===== src/slss_pkg.sv =====
`timescale 1ns / 1ps
package slss_pkg;
    localparam int MAX_VARS    = 8;
    localparam int MAX_CLAUSES = 64;
    localparam int MAX_TABU    = 8;
    localparam int VAR_W       = $clog2(MAX_VARS + 1);
    localparam int SLOT_W      = $clog2(MAX_CLAUSES);
    localparam int CNT_W       = $clog2(MAX_CLAUSES + 1);

    localparam logic [1:0] CMD_LOAD_CLAUSE = 2'd0;
    localparam logic [1:0] CMD_LOAD_ASSIGN = 2'd1;
    localparam logic [1:0] CMD_STEP        = 2'd2;
    localparam logic [1:0] CMD_UNUSED      = 2'd3;

    localparam logic [2:0] ST_LOADED  = 3'd0;
    localparam logic [2:0] ST_SOLVED  = 3'd1;
    localparam logic [2:0] ST_FLIPPED = 3'd2;
    localparam logic [2:0] ST_NO_FLIP = 3'd3;
    localparam logic [2:0] ST_LIMIT   = 3'd4;

    localparam logic [2:0] REG_MODE    = 3'd0;
    localparam logic [2:0] REG_VARS    = 3'd1;
    localparam logic [2:0] REG_CLAUSES = 3'd2;
    localparam logic [2:0] REG_TABU    = 3'd3;
    localparam logic [2:0] REG_LIMIT   = 3'd4;
endpackage


===== src/sat_local_search_step_unit.sv =====
`timescale 1ns / 1ps
// loads and unused commands run a single recount scan over the clauses before the result
// a step scans once to count, once at the end
// walk adds a 16-bit remainder for the clause index, a select scan and one for the variable index
// greedy adds a scan per candidate and skips each tabu candidate without a scan
// one item at a time, next accept in the cycle after the result is registered; a waiting result
// does not block the input; reset clears assignment, tabu ring, step counter, registers only
module sat_local_search_step_unit (
    input  logic        clk,
    input  logic        rst_n,
    input  logic        valid_in,
    output logic        stall_in,
    input  logic [1:0]  command,
    input  logic [5:0]  clause_slot,
    input  logic [7:0]  positive_mask,
    input  logic [7:0]  negative_mask,
    input  logic [7:0]  start_assignment,
    input  logic [15:0] pick_clause_random,
    input  logic [15:0] pick_var_random,
    output logic        valid_out,
    input  logic        stall_out,
    output logic [2:0]  status,
    output logic [3:0]  flipped_variable,
    output logic [6:0]  unsatisfied_count,
    output logic [7:0]  assignment_out,
    input  logic        psel,
    input  logic        penable,
    input  logic        pwrite,
    input  logic [4:0]  paddr,
    input  logic [31:0] pwdata,
    output logic [31:0] prdata,
    output logic        pready
);
    import slss_pkg::*;

    // phases of one item
    typedef enum logic [6:0] {
        S_IDLE   = 7'b0000001,
        S_COUNT  = 7'b0000010,  // count unsat under current assignment
        S_SELECT = 7'b0000100,  // walk: find the k-th unsat clause
        S_MOD    = 7'b0001000,  // walk: remainders of the random words, one bit a cycle
        S_GREEDY = 7'b0010000,  // greedy: one scan per candidate that is not tabu
        S_FINAL  = 7'b0100000,  // recount after the step or load
        S_OUT    = 7'b1000000
    } state_t;

    state_t state_reg, state_next;

    // configuration
    logic        mode_reg;
    logic [3:0]  vars_reg;
    logic [6:0]  clauses_reg;
    logic [2:0]  tabu_len_reg;
    logic [15:0] limit_reg;

    // search state
    logic [7:0]  assign_reg;
    logic [VAR_W-1:0] tabu_reg [MAX_TABU];
    logic [15:0] steps_reg;

    // clause memory, one read port registered
    logic [15:0] clause_mem [MAX_CLAUSES];
    logic [15:0] rd_data;
    logic [SLOT_W-1:0] rd_addr;

    // item registers
    logic [15:0] rc_reg, rv_reg;
    logic [2:0]  status_reg;
    logic [3:0]  flip_reg;
    logic        out_valid_reg;

    // result register, parts the waiting result from the next item
    logic [2:0]  out_status_reg;
    logic [3:0]  out_flip_reg;
    logic [CNT_W-1:0] unsat_reg;
    logic [7:0]  out_assign_reg;

    // scan control: addr issued, data arrives in the next cycle
    logic [CNT_W-1:0] scan_idx_reg;     // next address to issue
    logic        scan_live_reg;         // rd_data holds a clause of this scan
    logic [CNT_W-1:0] acc_reg;          // unsat count of scan
    logic [CNT_W-1:0] u_reg;            // unsat before step
    logic [7:0]  probe_reg;             // assignment under test
    logic [3:0]  cand_reg;              // greedy candidate
    logic        found_reg;
    logic [CNT_W-1:0] best_reg;
    logic [3:0]  best_var_reg;
    logic [15:0] pick_lits_reg;
    logic        mod_phase_reg;         // 0 clause index, 1 variable index
    logic [4:0]  div_cnt_reg;           // remainder bits still to do
    logic [7:0]  div_rem_reg;           // partial remainder

    logic [3:0]  eff_vars;
    logic [CNT_W-1:0] eff_clauses;
    logic [3:0]  eff_tabu;
    logic [7:0]  vmask;

    assign eff_vars    = (vars_reg > 4'(MAX_VARS)) ? 4'(MAX_VARS) : vars_reg;
    assign eff_clauses = (clauses_reg > 7'(MAX_CLAUSES)) ? CNT_W'(MAX_CLAUSES)
                                                         : CNT_W'(clauses_reg);
    assign eff_tabu    = 4'(tabu_len_reg);
    assign vmask       = 8'((9'd1 << eff_vars) - 9'd1);

    logic clause_sat;
    assign clause_sat = (((rd_data[7:0] & probe_reg) | (rd_data[15:8] & ~probe_reg))
                         & vmask) != 8'd0;

    logic scan_done;
    assign scan_done = (scan_idx_reg >= eff_clauses) && !scan_live_reg;

    logic [CNT_W-1:0] acc_sum;
    assign acc_sum = acc_reg + CNT_W'(scan_live_reg && !clause_sat);

    // tabu test for the current candidate
    logic cand_tabu;
    always_comb
    begin
        cand_tabu = 1'b0;
        for (int j = 0; j < MAX_TABU; j++)
        begin
            if ((4'(j) < eff_tabu) && (tabu_reg[j] == VAR_W'(cand_reg)))
                cand_tabu = 1'b1;
        end
    end

    // literals of picked clause, their count and j-th position
    logic [7:0] lits;
    logic [3:0] lits_n;
    logic [3:0] jth_var;
    logic [3:0] seen;
    assign lits = (pick_lits_reg[7:0] | pick_lits_reg[15:8]) & vmask;
    always_comb
    begin
        lits_n  = 4'd0;
        seen    = 4'd0;
        jth_var = 4'(MAX_VARS);
        for (int i = 0; i < MAX_VARS; i++)
            lits_n = lits_n + 4'(lits[i]);
        for (int i = 0; i < MAX_VARS; i++)
        begin
            if (lits[i])
            begin
                if (seen == rv_reg[3:0] && jth_var == 4'(MAX_VARS))
                    jth_var = 4'(i);
                seen = seen + 4'd1;
            end
        end
    end

    // restoring remainder step, dividend msb first; remainder stays below the divisor
    logic [15:0] div_src;
    logic [7:0]  div_den;
    logic [7:0]  div_trial;
    logic [7:0]  div_rem_next;
    assign div_src      = mod_phase_reg ? rv_reg : rc_reg;
    assign div_den      = mod_phase_reg ? 8'(lits_n) : 8'(u_reg);
    assign div_trial    = {div_rem_reg[6:0], div_src[15]};
    assign div_rem_next = (div_trial >= div_den) ? div_trial - div_den : div_trial;

    assign stall_in = (state_reg != S_IDLE);
    logic accept;
    assign accept = valid_in && !stall_in;

    assign rd_addr = scan_idx_reg[SLOT_W-1:0];

    always_ff @(posedge clk)
    begin
        if (accept && command == CMD_LOAD_CLAUSE)
            clause_mem[clause_slot] <= {negative_mask & ~positive_mask, positive_mask};
        rd_data <= clause_mem[rd_addr];
    end

    logic scan_issue;
    assign scan_issue = scan_idx_reg < eff_clauses;

    // state machine
    always_ff @(posedge clk or negedge rst_n)
    begin
        if (!rst_n)
        begin
            state_reg      <= S_IDLE;
            out_valid_reg  <= 1'b0;
            assign_reg     <= 8'd0;
            steps_reg      <= 16'd0;
            scan_live_reg  <= 1'b0;
            scan_idx_reg   <= '0;
            rc_reg         <= 16'd0;
            rv_reg         <= 16'd0;
            status_reg     <= ST_LOADED;
            flip_reg       <= 4'(MAX_VARS);
            out_status_reg <= ST_LOADED;
            out_flip_reg   <= 4'(MAX_VARS);
            unsat_reg      <= '0;
            out_assign_reg <= 8'd0;
            acc_reg        <= '0;
            u_reg          <= '0;
            probe_reg      <= 8'd0;
            cand_reg       <= 4'd0;
            found_reg      <= 1'b0;
            best_reg       <= '0;
            best_var_reg   <= 4'd0;
            pick_lits_reg  <= 16'd0;
            mod_phase_reg  <= 1'b0;
            div_cnt_reg    <= 5'd0;
            div_rem_reg    <= 8'd0;
            for (int j = 0; j < MAX_TABU; j++)
                tabu_reg[j] <= VAR_W'(MAX_VARS);
        end
        else
        begin
            if (out_valid_reg && !stall_out)
                out_valid_reg <= 1'b0;
            scan_live_reg <= 1'b0;
            unique case (state_reg)
                S_IDLE:
                begin
                    if (accept)
                    begin
                        rc_reg       <= pick_clause_random;
                        rv_reg       <= pick_var_random;
                        status_reg   <= ST_LOADED;
                        flip_reg     <= 4'(MAX_VARS);
                        acc_reg      <= '0;
                        scan_idx_reg <= '0;
                        if (command == CMD_LOAD_ASSIGN)
                        begin
                            assign_reg <= start_assignment;
                            probe_reg  <= start_assignment;
                            steps_reg  <= 16'd0;
                            for (int j = 0; j < MAX_TABU; j++)
                                tabu_reg[j] <= VAR_W'(MAX_VARS);
                        end
                        else
                            probe_reg <= assign_reg;
                        state_reg <= (command == CMD_STEP) ? S_COUNT : S_FINAL;
                    end
                end
                S_COUNT, S_FINAL, S_SELECT, S_GREEDY:
                begin
                    if (scan_issue)
                    begin
                        scan_idx_reg  <= scan_idx_reg + 1'b1;
                        scan_live_reg <= 1'b1;
                    end
                    acc_reg <= acc_sum;
                    if (state_reg == S_SELECT && scan_live_reg && !clause_sat)
                    begin
                        // k-th unsat clause found when running count equals k
                        if (acc_reg == CNT_W'(rc_reg))
                        begin
                            pick_lits_reg <= rd_data;
                            state_reg     <= S_MOD;
                            mod_phase_reg <= 1'b1;
                            div_cnt_reg   <= 5'd16;
                            div_rem_reg   <= 8'd0;
                        end
                    end
                    if (scan_done && !(state_reg == S_SELECT))
                    begin
                        acc_reg      <= '0;
                        scan_idx_reg <= '0;
                        priority case (1'b1)
                            (state_reg == S_FINAL):
                            begin
                                if (!out_valid_reg || !stall_out)
                                begin
                                    out_status_reg <= status_reg;
                                    out_flip_reg   <= flip_reg;
                                    unsat_reg      <= acc_reg;
                                    out_assign_reg <= assign_reg;
                                    out_valid_reg  <= 1'b1;
                                    state_reg      <= S_IDLE;
                                end
                                else
                                begin
                                    // result register still full, keep the count
                                    acc_reg      <= acc_reg;
                                    scan_idx_reg <= scan_idx_reg;
                                end
                            end
                            (state_reg == S_COUNT):
                            begin
                                u_reg <= acc_reg;
                                if (acc_reg == '0)
                                begin
                                    status_reg <= ST_SOLVED;
                                    state_reg  <= S_FINAL;
                                end
                                else if (steps_reg >= limit_reg)
                                begin
                                    status_reg <= ST_LIMIT;
                                    state_reg  <= S_FINAL;
                                end
                                else
                                begin
                                    if (steps_reg != 16'hFFFF)
                                        steps_reg <= steps_reg + 16'd1;
                                    if (!mode_reg)
                                    begin
                                        state_reg     <= S_MOD;
                                        mod_phase_reg <= 1'b0;
                                        div_cnt_reg   <= 5'd16;
                                        div_rem_reg   <= 8'd0;
                                    end
                                    else
                                    begin
                                        cand_reg  <= 4'd0;
                                        found_reg <= 1'b0;
                                        state_reg <= S_GREEDY;
                                        probe_reg <= assign_reg ^ 8'd1;
                                    end
                                end
                            end
                            default:
                            begin
                                // greedy candidate scored
                                if (!cand_tabu && cand_reg < eff_vars
                                    && (!found_reg || acc_reg < best_reg))
                                begin
                                    best_reg     <= acc_reg;
                                    best_var_reg <= cand_reg;
                                    found_reg    <= 1'b1;
                                end
                                cand_reg  <= cand_reg + 4'd1;
                                probe_reg <= assign_reg ^ 8'(9'd2 << cand_reg);
                                if (cand_reg + 4'd1 >= eff_vars)
                                    state_reg <= S_MOD;
                            end
                        endcase
                    end
                    // greedy: skip tabu candidate without scanning
                    if (state_reg == S_GREEDY && (cand_tabu || cand_reg >= eff_vars)
                        && scan_idx_reg == '0 && !scan_live_reg && !scan_done)
                    begin
                        scan_idx_reg  <= '0;
                        scan_live_reg <= 1'b0;
                        acc_reg       <= '0;
                        cand_reg      <= cand_reg + 4'd1;
                        probe_reg     <= assign_reg ^ 8'(9'd2 << cand_reg);
                        if (cand_reg + 4'd1 >= eff_vars)
                            state_reg <= S_MOD;
                    end
                end
                S_MOD:
                begin
                    if (mode_reg)
                    begin
                        // greedy wrap-up
                        if (found_reg)
                        begin
                            assign_reg <= assign_reg ^ 8'(9'd1 << best_var_reg);
                            probe_reg  <= assign_reg ^ 8'(9'd1 << best_var_reg);
                            flip_reg   <= best_var_reg;
                            status_reg <= ST_FLIPPED;
                            for (int j = MAX_TABU - 1; j > 0; j--)
                                tabu_reg[j] <= tabu_reg[j-1];
                            tabu_reg[0] <= VAR_W'(best_var_reg);
                        end
                        else
                        begin
                            status_reg <= ST_NO_FLIP;
                            probe_reg  <= assign_reg;
                        end
                        state_reg <= S_FINAL;
                    end
                    else if (div_cnt_reg != 5'd0)
                    begin
                        // one remainder bit a cycle, the last one leaves the remainder
                        div_cnt_reg <= div_cnt_reg - 5'd1;
                        div_rem_reg <= div_rem_next;
                        if (!mod_phase_reg)
                            rc_reg <= (div_cnt_reg == 5'd1) ? 16'(div_rem_next)
                                                            : {rc_reg[14:0], 1'b0};
                        else
                            rv_reg <= (div_cnt_reg == 5'd1) ? 16'(div_rem_next)
                                                            : {rv_reg[14:0], 1'b0};
                    end
                    else if (!mod_phase_reg)
                    begin
                        probe_reg <= assign_reg;
                        state_reg <= S_SELECT;
                    end
                    else if (lits_n == 4'd0)
                    begin
                        status_reg <= ST_NO_FLIP;
                        probe_reg  <= assign_reg;
                        state_reg  <= S_FINAL;
                        acc_reg    <= '0;
                        scan_idx_reg <= '0;
                    end
                    else
                    begin
                        assign_reg <= assign_reg ^ 8'(9'd1 << jth_var);
                        probe_reg  <= assign_reg ^ 8'(9'd1 << jth_var);
                        flip_reg   <= jth_var;
                        status_reg <= ST_FLIPPED;
                        state_reg  <= S_FINAL;
                        acc_reg    <= '0;
                        scan_idx_reg <= '0;
                    end
                end
                default:
                    state_reg <= S_IDLE;
            endcase
        end
    end

    // configuration port
    assign pready = 1'b1;
    logic [2:0] reg_sel;
    assign reg_sel = paddr[4:2];
    always_ff @(posedge clk or negedge rst_n)
    begin
        if (!rst_n)
        begin
            mode_reg     <= 1'b0;
            vars_reg     <= 4'd8;
            clauses_reg  <= 7'd1;
            tabu_len_reg <= 3'd1;
            limit_reg    <= 16'd64;
        end
        else if (psel && penable && pwrite)
        begin
            unique case (reg_sel)
                REG_MODE:    mode_reg     <= pwdata[0];
                REG_VARS:    vars_reg     <= pwdata[3:0];
                REG_CLAUSES: clauses_reg  <= pwdata[6:0];
                REG_TABU:    tabu_len_reg <= pwdata[2:0];
                REG_LIMIT:   limit_reg    <= pwdata[15:0];
                default:     ;
            endcase
        end
    end

    always_comb
    begin
        unique case (reg_sel)
            REG_MODE:    prdata = {31'd0, mode_reg};
            REG_VARS:    prdata = {28'd0, vars_reg};
            REG_CLAUSES: prdata = {25'd0, clauses_reg};
            REG_TABU:    prdata = {29'd0, tabu_len_reg};
            REG_LIMIT:   prdata = {16'd0, limit_reg};
            default:     prdata = 32'd0;
        endcase
    end

    assign valid_out         = out_valid_reg;
    assign status            = out_status_reg;
    assign flipped_variable  = out_flip_reg;
    assign unsatisfied_count = 7'(unsat_reg);
    assign assignment_out    = out_assign_reg;

    // a stalled result holds still
    a_out_hold: assert property (@(posedge clk) disable iff (!rst_n)
        (valid_out && stall_out) |=> (valid_out && $stable(status)
            && $stable(flipped_variable) && $stable(unsatisfied_count)
            && $stable(assignment_out)))
        else $error("result changed while stalled");
    // a flip always names a real variable
    a_flip_var: assert property (@(posedge clk) disable iff (!rst_n)
        (out_valid_reg && out_status_reg == ST_FLIPPED) |-> (out_flip_reg < 4'(MAX_VARS)))
        else $error("flip without variable");
    // step counter holds while idle with no accepted item
    a_steps: assert property (@(posedge clk) disable iff (!rst_n)
        (state_reg == S_IDLE && !accept) |=> $stable(steps_reg))
        else $error("step counter moved while idle");
endmodule

===== config.mk =====
export PLATFORM = sky130hd
export DESIGN_NAME = sat_local_search_step_unit
export DESIGN_NICKNAME = d
export VERILOG_FILES = /design/src/slss_pkg.sv /design/src/sat_local_search_step_unit.sv
export SDC_FILE = /design/constraint.sdc
export NUM_CORES = 2
export LEC_CHECK = 0
export ABC_AREA = 1
export BUFFER_PORTS_ARGS = -buffer_cell sky130_fd_sc_hd__buf_2
export CAP_MARGIN = 40
export CORE_MARGIN = 1
export CORE_UTILIZATION = 59
export CTS_CLUSTER_DIAMETER = 60
export DETAILED_ROUTE_END_ITERATION = 6
export PLACE_DENSITY = 0.76
export SYNTH_ARGS = -nofsm -noshare
export SYNTH_HDL_FRONTEND = slang
export SYNTH_SLANG_ARGS = --single-unit

===== constraint.sdc =====
create_clock -name clk -period 12.63 [get_ports clk]
set_input_delay 0.6315 -clock clk [delete_from_list [all_inputs] [get_ports clk]]
set_output_delay 0.6315 -clock clk [all_outputs]
set_load 0.05 [all_outputs]

Yosys cells after proc, flatten, opt, wreduce, memory -nomap -nowiden
Memories as Yosys holds them, arrays and structs flattened. A register that Yosys moved wholly into a read port is not among the register bits.
Index checks and enable logic that the tools add are counted.
Operators by class
  add/subtract/negate cells: 20
  $lt $le $gt $ge: 18
  equality and inequality tests: 72
  shift operators: 4
  muxes and demuxes: 181
  bitwise logic cells: 15
  reduce and logical (&&, ||, !) cells: 81
Operator list (number)
  $mux W16: 19
  $mux W8: 25
  $mux W7: 25
  $mux W4: 36
  $mux W32: 4
  $pmux W16 S2: 3
  $pmux W16 S5: 1
  $pmux W32 S2: 1
  $pmux W7 S3: 3
  $eq A4 B4 Y1: 15
  $mux W5: 11
  $and A8 B8 Y8: 5
  $ne A2 B2 Y1 const B: 18
  $mux W1: 34
  $pmux W8 S2: 2
  $logic_and A1 B1 Y1: 31
  $add A4 B1 Y4 const B: 7
  $eq A4 B4 Y1 const B: 7
  $mux W3: 9
  $mux W6: 4
  $pmux W8 S3: 1
  $shl A1 B4 Y8 const A: 3
  $xor A8 B8 Y8: 3
  $ne A3 B3 Y1 const B: 7
  other kinds (66): 117
Storage, ports and cells
  flip-flop bits (word level): 232
  RAM bits: 1024
  input port bits: 108
  logic and storage cells: 430
  memories: 1
Memory list
  clause_mem: words 64, bits a word 16, read ports 1, clocked after memory_dff 1, wr ports 1, line sat_local_search_step_unit.sv:62  | logic [15:0] clause_mem [MAX_CLAUSES];

Logic depth before layout (Yosys ltp)
  depth after elaboration: 41
  depth in mapped cells: 33

Worst setup path before layout
No wires, ideal clock.
  path kind: register to register
  start point: register vars_reg[3]
  end point: register rv_reg[1]
  setup time: 87 ps
  arrival time: 5257 ps
  setup slack: 7286 ps
  stages on the path, launching flop included: 24
  path buffers: 0
  clock period less this slack: 5344 ps
  cell sequence: dfstp_2 > nor2_4 > nand2_2 > nand2_4 > ha_1 > ha_1 > inv_1 > fa_1 > fa_1 > inv_1 > ha_1 > fa_1 > o21ai_0 > fa_1 > nand3_1 > nand2_1 > a31oi_1 > o21a_1 > nor2_1 > nor2_1 > or2_2 > o211ai_1 > or2_2 > a22oi_1
Between the ends
  longest elaborated chain between the ends: 20
  elaborated cells between the ends (all ways): 21
  classes of those cells: add/sub (9); order compare (2); shift (1); mux (8); bitwise (1)
RTL lines
  start: declaration: line sat_local_search_step_unit.sv:51  | logic [3:0] vars_reg;
  start signal: assignment: line sat_local_search_step_unit.sv:426  | REG_VARS: vars_reg <= pwdata[3:0];
  $gt A4 B4 Y1: line sat_local_search_step_unit.sv:98  | assign eff_vars = (vars_reg > 4'(MAX_VARS)) ? 4'(MAX_VARS) : vars_reg;
  $mux W4 (*): line sat_local_search_step_unit.sv:98
  $shl A1 B4 Y8 (*): line sat_local_search_step_unit.sv:102  | assign vmask = 8'((9'd1 << eff_vars) - 9'd1);
  $sub A8 B1 Y8 (*): line sat_local_search_step_unit.sv:102
  $and A8 B8 Y8 (*): line sat_local_search_step_unit.sv:131  | assign lits = (pick_lits_reg[7:0] | pick_lits_reg[15:8]) & vmask;
  $add A1 B1 Y2: line sat_local_search_step_unit.sv:138  | lits_n = lits_n + 4'(lits[i]);
  $add A2 B1 Y3: line sat_local_search_step_unit.sv:138
  $add A3 B1 Y4: line sat_local_search_step_unit.sv:138
  [... 4 more ...]
  $mux W7 (*): line sat_local_search_step_unit.sv:156  | assign div_den = mod_phase_reg ? 8'(lits_n) : 8'(u_reg);
  $sub A8 B7 Y8 / $ge A8 B7 Y1 (equally long branches): line sat_local_search_step_unit.sv:158  | assign div_rem_next = (div_trial >= div_den) ? div_trial - div_den : div_trial;
  $mux W8 (*): line sat_local_search_step_unit.sv:158
  $mux W16 (*): line sat_local_search_step_unit.sv:375  | rv_reg <= (div_cnt_reg == 5'd1) ? 16'(div_rem_next)
  $mux W16 (*): line sat_local_search_step_unit.sv:371  | if (!mod_phase_reg)
  $mux W16 (*): line sat_local_search_step_unit.sv:366  | else if (div_cnt_reg != 5'd0)
  $mux W16 (*): line sat_local_search_step_unit.sv:346  | if (mode_reg)
  $pmux W16 S2 (*): line sat_local_search_step_unit.sv:214  | unique case (state_reg)
  end signal: assignment: line sat_local_search_step_unit.sv:220  | rv_reg <= pick_var_random;
  end signal: assignment: line sat_local_search_step_unit.sv:375
  end: declaration: line sat_local_search_step_unit.sv:67  | logic [15:0] rc_reg, rv_reg;
Every way passes the cells marked *; elsewhere a longest branch is shown, timed or not. The select of a mux whose other input is x is not followed.
A chain may end at the register's enable or synchronous reset.

Worst setup path after layout
Ends and elaborated chain as after synthesis.

==> qor_table.md <==
| Result | This run |
|---|---|
| Area share of the leading cell type in the synthesized netlist | 0.565 |
| Min Tclk post-route | 6.08 ns |
| Element type at the critical path end | flip-flop |
| Number of top-level pins | 165 |
| Most common cell in the netlist | sky130_fd_sc_hd__edfxtp_1 |
| Final hold violations | 0 |
| Area taken by multi-input logic gates | 15600 µm² |
| Maximum number of buffers from clock root to sink | 3 |
| Syn Std Cell Area | 54400 µm² |
| Worst supply voltage drop on vdd | 166 µV |
| Crit path required time | 13.28 ns |
| Wire per inst | 22.9 µm |
| Post-synth EDFFs | 1024 |
| Count of distinct cell types in the synthesized netlist | 67 |
| Number of clock sinks | 1267 |
| Cell row count | 111 |
| Maximum net fanout on the critical path | 10 |
| Wire length reported by the detailed router | 142000 µm |
| Number of slew-limit violations in the final report | 0 |
| Max FFs per register | 1024 |
| Source-to-sink clock delay at the later pin of the worst-skew pair | 0.76 ns |
| Rel. slew slack | 0.342 |
| # Max-Cap Violations | 0 |
| Fmax | 164 MHz |
| Final setup skew | 0.0497 ns |
| Synth Instances | 4810 |
| Number of antenna violations at the first check in global routing | 2 |
| Clock root buffer master | sky130_fd_sc_hd__clkbuf_16 |
| Unrepaired setup endpoints after global routing | false |
| Number of vias after detailed routing | 38700 |
| Placeable core area | 91500 µm² |
| Share of synthesized flip-flops with an asynchronous set or reset | 0.179 |
| Pwr Density | 164 nW/µm² |
| Fraction of the cycle the final worst path needs | 0.481 |
| Layout cells sized above 1 | 0.108 |
| Result of the run | complete, but fails checks |
| Post-place setup slack | 6.59 ns |
| Global routing usage on met2 | 0.502 |
| Failing checks | design-rule violations |
| GR peak layer | met2 |
| GR Overflow Total | 0 |
| Net total in the final layout | 5114 |
| Slew at the pin closest to its max-slew limit | 0.987 ns |
| Routing usage on met3 | 0.0557 |
| Hold crit path type | in2reg |
| Area added between synthesis and finish | 11.6% |
| Category of the critical setup timing path | reg2reg |
| Synth Register Bits | 1267 |
| Overall Power | 0.00997 W |
| Number of global-route vias before repair | 37000 |
| Clock buffers created by TritonCTS | 131 |
| RD Place Congestion | 0.910 |
| Drt via density | 6.22 |
| Setup violators final | 0 |
| Number of warnings issued by yosys | 0 |
| TritonCTS clock tree | built |
| DRC errors left | 1 |
| Most instantiated flip-flop cell in the synthesis netlist | sky130_fd_sc_hd__edfxtp_1 |
| Mean post-synth cell area | 11.3 µm² |
| Part of the Yosys area used for sequential elements | 0.675 |
| First-pass DRT Iterations | 7 |
| Clk slew on worst S/H paths | 0.06 ns |
| Floorplan die area | 93500 µm² |
| Post-synth top area cell | sky130_fd_sc_hd__edfxtp_1 |
| Input/output buffers | 129 |
| Setup slack of the critical path after layout | 6.55 ns |
| Setup total negative slack | 0 ns |
| Post-synth top cells | sky130_fd_sc_hd__edfxtp_1 (1024), sky130_fd_sc_hd__nor2_1 (731), sky130_fd_sc_hd__o21ai_0 (710) |
| Most area-consuming cells after synthesis | sky130_fd_sc_hd__edfxtp_1 (56%), sky130_fd_sc_hd__dfrtp_1 (9.8%), sky130_fd_sc_hd__o21ai_0 (6.5%) |
| Overall track demand over capacity in global routing | 0.304 |
| Global-route track usage on met1 | 0.390 |
| Height of the die | 306 µm |
| Sort of element at the start of the critical path | flip-flop |
| H-Tree Level Count | 4 |
| Leakage power figure | 22.5 nW |
| Pin count of the biggest net entering global routing | 204 |
| Die Wd | 306 µm |
| FILL cells | 6593 |
| Drt initial violations | 4698 |
| Post-route ant nets | 0 |
| Arrival time reported for the critical path endpoint | 6.73 ns |
| Post-detail-place hpwl | 83800 µm |
| Initial cell density of the core | 0.595 |
| Wire length of the first global-routing pass | 215000 µm |
| Sequential Area | 36800 µm² |
-- worst paths after layout --
check / start / end / slack [ns] / cells past startpoint
setup / recovery: vars_reg[3] / rv_reg[1] / 6.55 / 23
min in group asynchronous: rst_n / assignment_out[2] / 0.50 / 2
max in group asynchronous: rst_n / limit_reg[11] / 10.33 / 5
setup reg to reg: vars_reg[3] / rv_reg[1] / 6.55 / 23
hold / removal: pwdata[10] / limit_reg[10] / 0.16 / 3
hold reg to reg: rd_data[0] / pick_lits_reg[0] / 0.45 / 2
-- per-layer routing --
layer  share of wire  routed length (µm)
met1            0.38               54100
met2            0.49               69100
met3           0.092               13000
met4           0.044                6220
met5         0.00018                  25
-- through the flow --
step	utilization	hold slack (ns)	instance area, µm²	cells
floorplan	-	0.336	54500	4826
global placement	0.617	0.434	56500	5979
detailed placement	0.618	0.434	56600	5987
CTS	0.664	0.121	60800	6218
global route	0.664	0.145	60800	6218
finish	0.664	0.156	60800	6221
-- placed cells by master (no fill, tap or decap), types with 50 or more instances in the layout --
cell                        Yosys  routed
sky130_fd_sc_hd__o21ai_0      710     710
sky130_fd_sc_hd__buf_2          8     131
sky130_fd_sc_hd__a221oi_1      50      50
sky130_fd_sc_hd__o22ai_1      284     284
sky130_fd_sc_hd__buf_4         19     112
sky130_fd_sc_hd__nor2_1       731     720
sky130_fd_sc_hd__dfrtp_1      213     211
sky130_fd_sc_hd__clkbuf_16      0     132
sky130_fd_sc_hd__ha_1          67      67
sky130_fd_sc_hd__nand3_1      124     124
sky130_fd_sc_hd__nand2_1      539     539
sky130_fd_sc_hd__inv_1        271     269
sky130_fd_sc_hd__edfxtp_1    1024    1024
sky130_fd_sc_hd__a21oi_1       98      98
-- power by group --
| group | total, W | leakage (nW) | switching, W | internal, W |
|---|---|---|---|---|
| Sequential | 0.00480 | 12.3 | 0.000152 | 0.00465 |
| Combinational | 0.00143 | 8.21 | 0.000991 | 0.000443 |
| Clock | 0.00373 | 2.00 | 0.00163 | 0.00211 |
| Total | 0.00997 | 22.5 | 0.00277 | 0.00720 |
-- logic make-up after synthesis --
group,Yosys count,share of synthesized area
and+or+nand+nor,1528,0.116
buffers and inverters,563,0.0406
AOI/OAI and AO/OA,1317,0.141
xor gates and xnor gates,59,0.00949
muxes,3,0.000598
adders and majority gates,71,0.0169
other,2,0.000138
DFF,1267,0.675
-- worst max-delay path: stages (launching register included) --
cell                       delay (ns)
sky130_fd_sc_hd__dfstp_2         0.67
sky130_fd_sc_hd__nor2_4          0.11
sky130_fd_sc_hd__nand2_2         0.14
sky130_fd_sc_hd__nand2_4         0.09
sky130_fd_sc_hd__ha_1            0.35
sky130_fd_sc_hd__ha_1            0.30
sky130_fd_sc_hd__inv_1           0.05
sky130_fd_sc_hd__fa_1            0.45
sky130_fd_sc_hd__fa_1            0.49
sky130_fd_sc_hd__inv_1           0.04
sky130_fd_sc_hd__ha_1            0.20
sky130_fd_sc_hd__fa_1            0.61
sky130_fd_sc_hd__o21ai_0         0.18
sky130_fd_sc_hd__fa_1            0.44
sky130_fd_sc_hd__nand3_1         0.09
sky130_fd_sc_hd__nand2_1         0.08
sky130_fd_sc_hd__a31oi_1         0.15
sky130_fd_sc_hd__o21a_1          0.16
sky130_fd_sc_hd__nor2_1          0.06
sky130_fd_sc_hd__nor2_1          0.48
sky130_fd_sc_hd__or2_2           0.22
sky130_fd_sc_hd__o211ai_1        0.09
sky130_fd_sc_hd__or2_2           0.35
sky130_fd_sc_hd__a22oi_1         0.17
-- layout make-up --
class,count,area share
Sequential cell,1267,0.605
Tap cell,1186,0.0244
Timing Repair Buffer,251,0.0270
Multi-Input combinational cell,2996,0.257
Clock buffer,162,0.0567
Inverter,288,0.0180
Clock inverter,68,0.0116
Antenna cell,3,0.000124
-- repair_timing --
item / 4_1_cts / 5_1_grt
resized for setup: 0 / 0
setup buffers: 0 / 0
hold buffers: 1 / 0
hold endpoints to repair: 87 / 0
No activity file was read; power rests on OpenSTA's default activity.
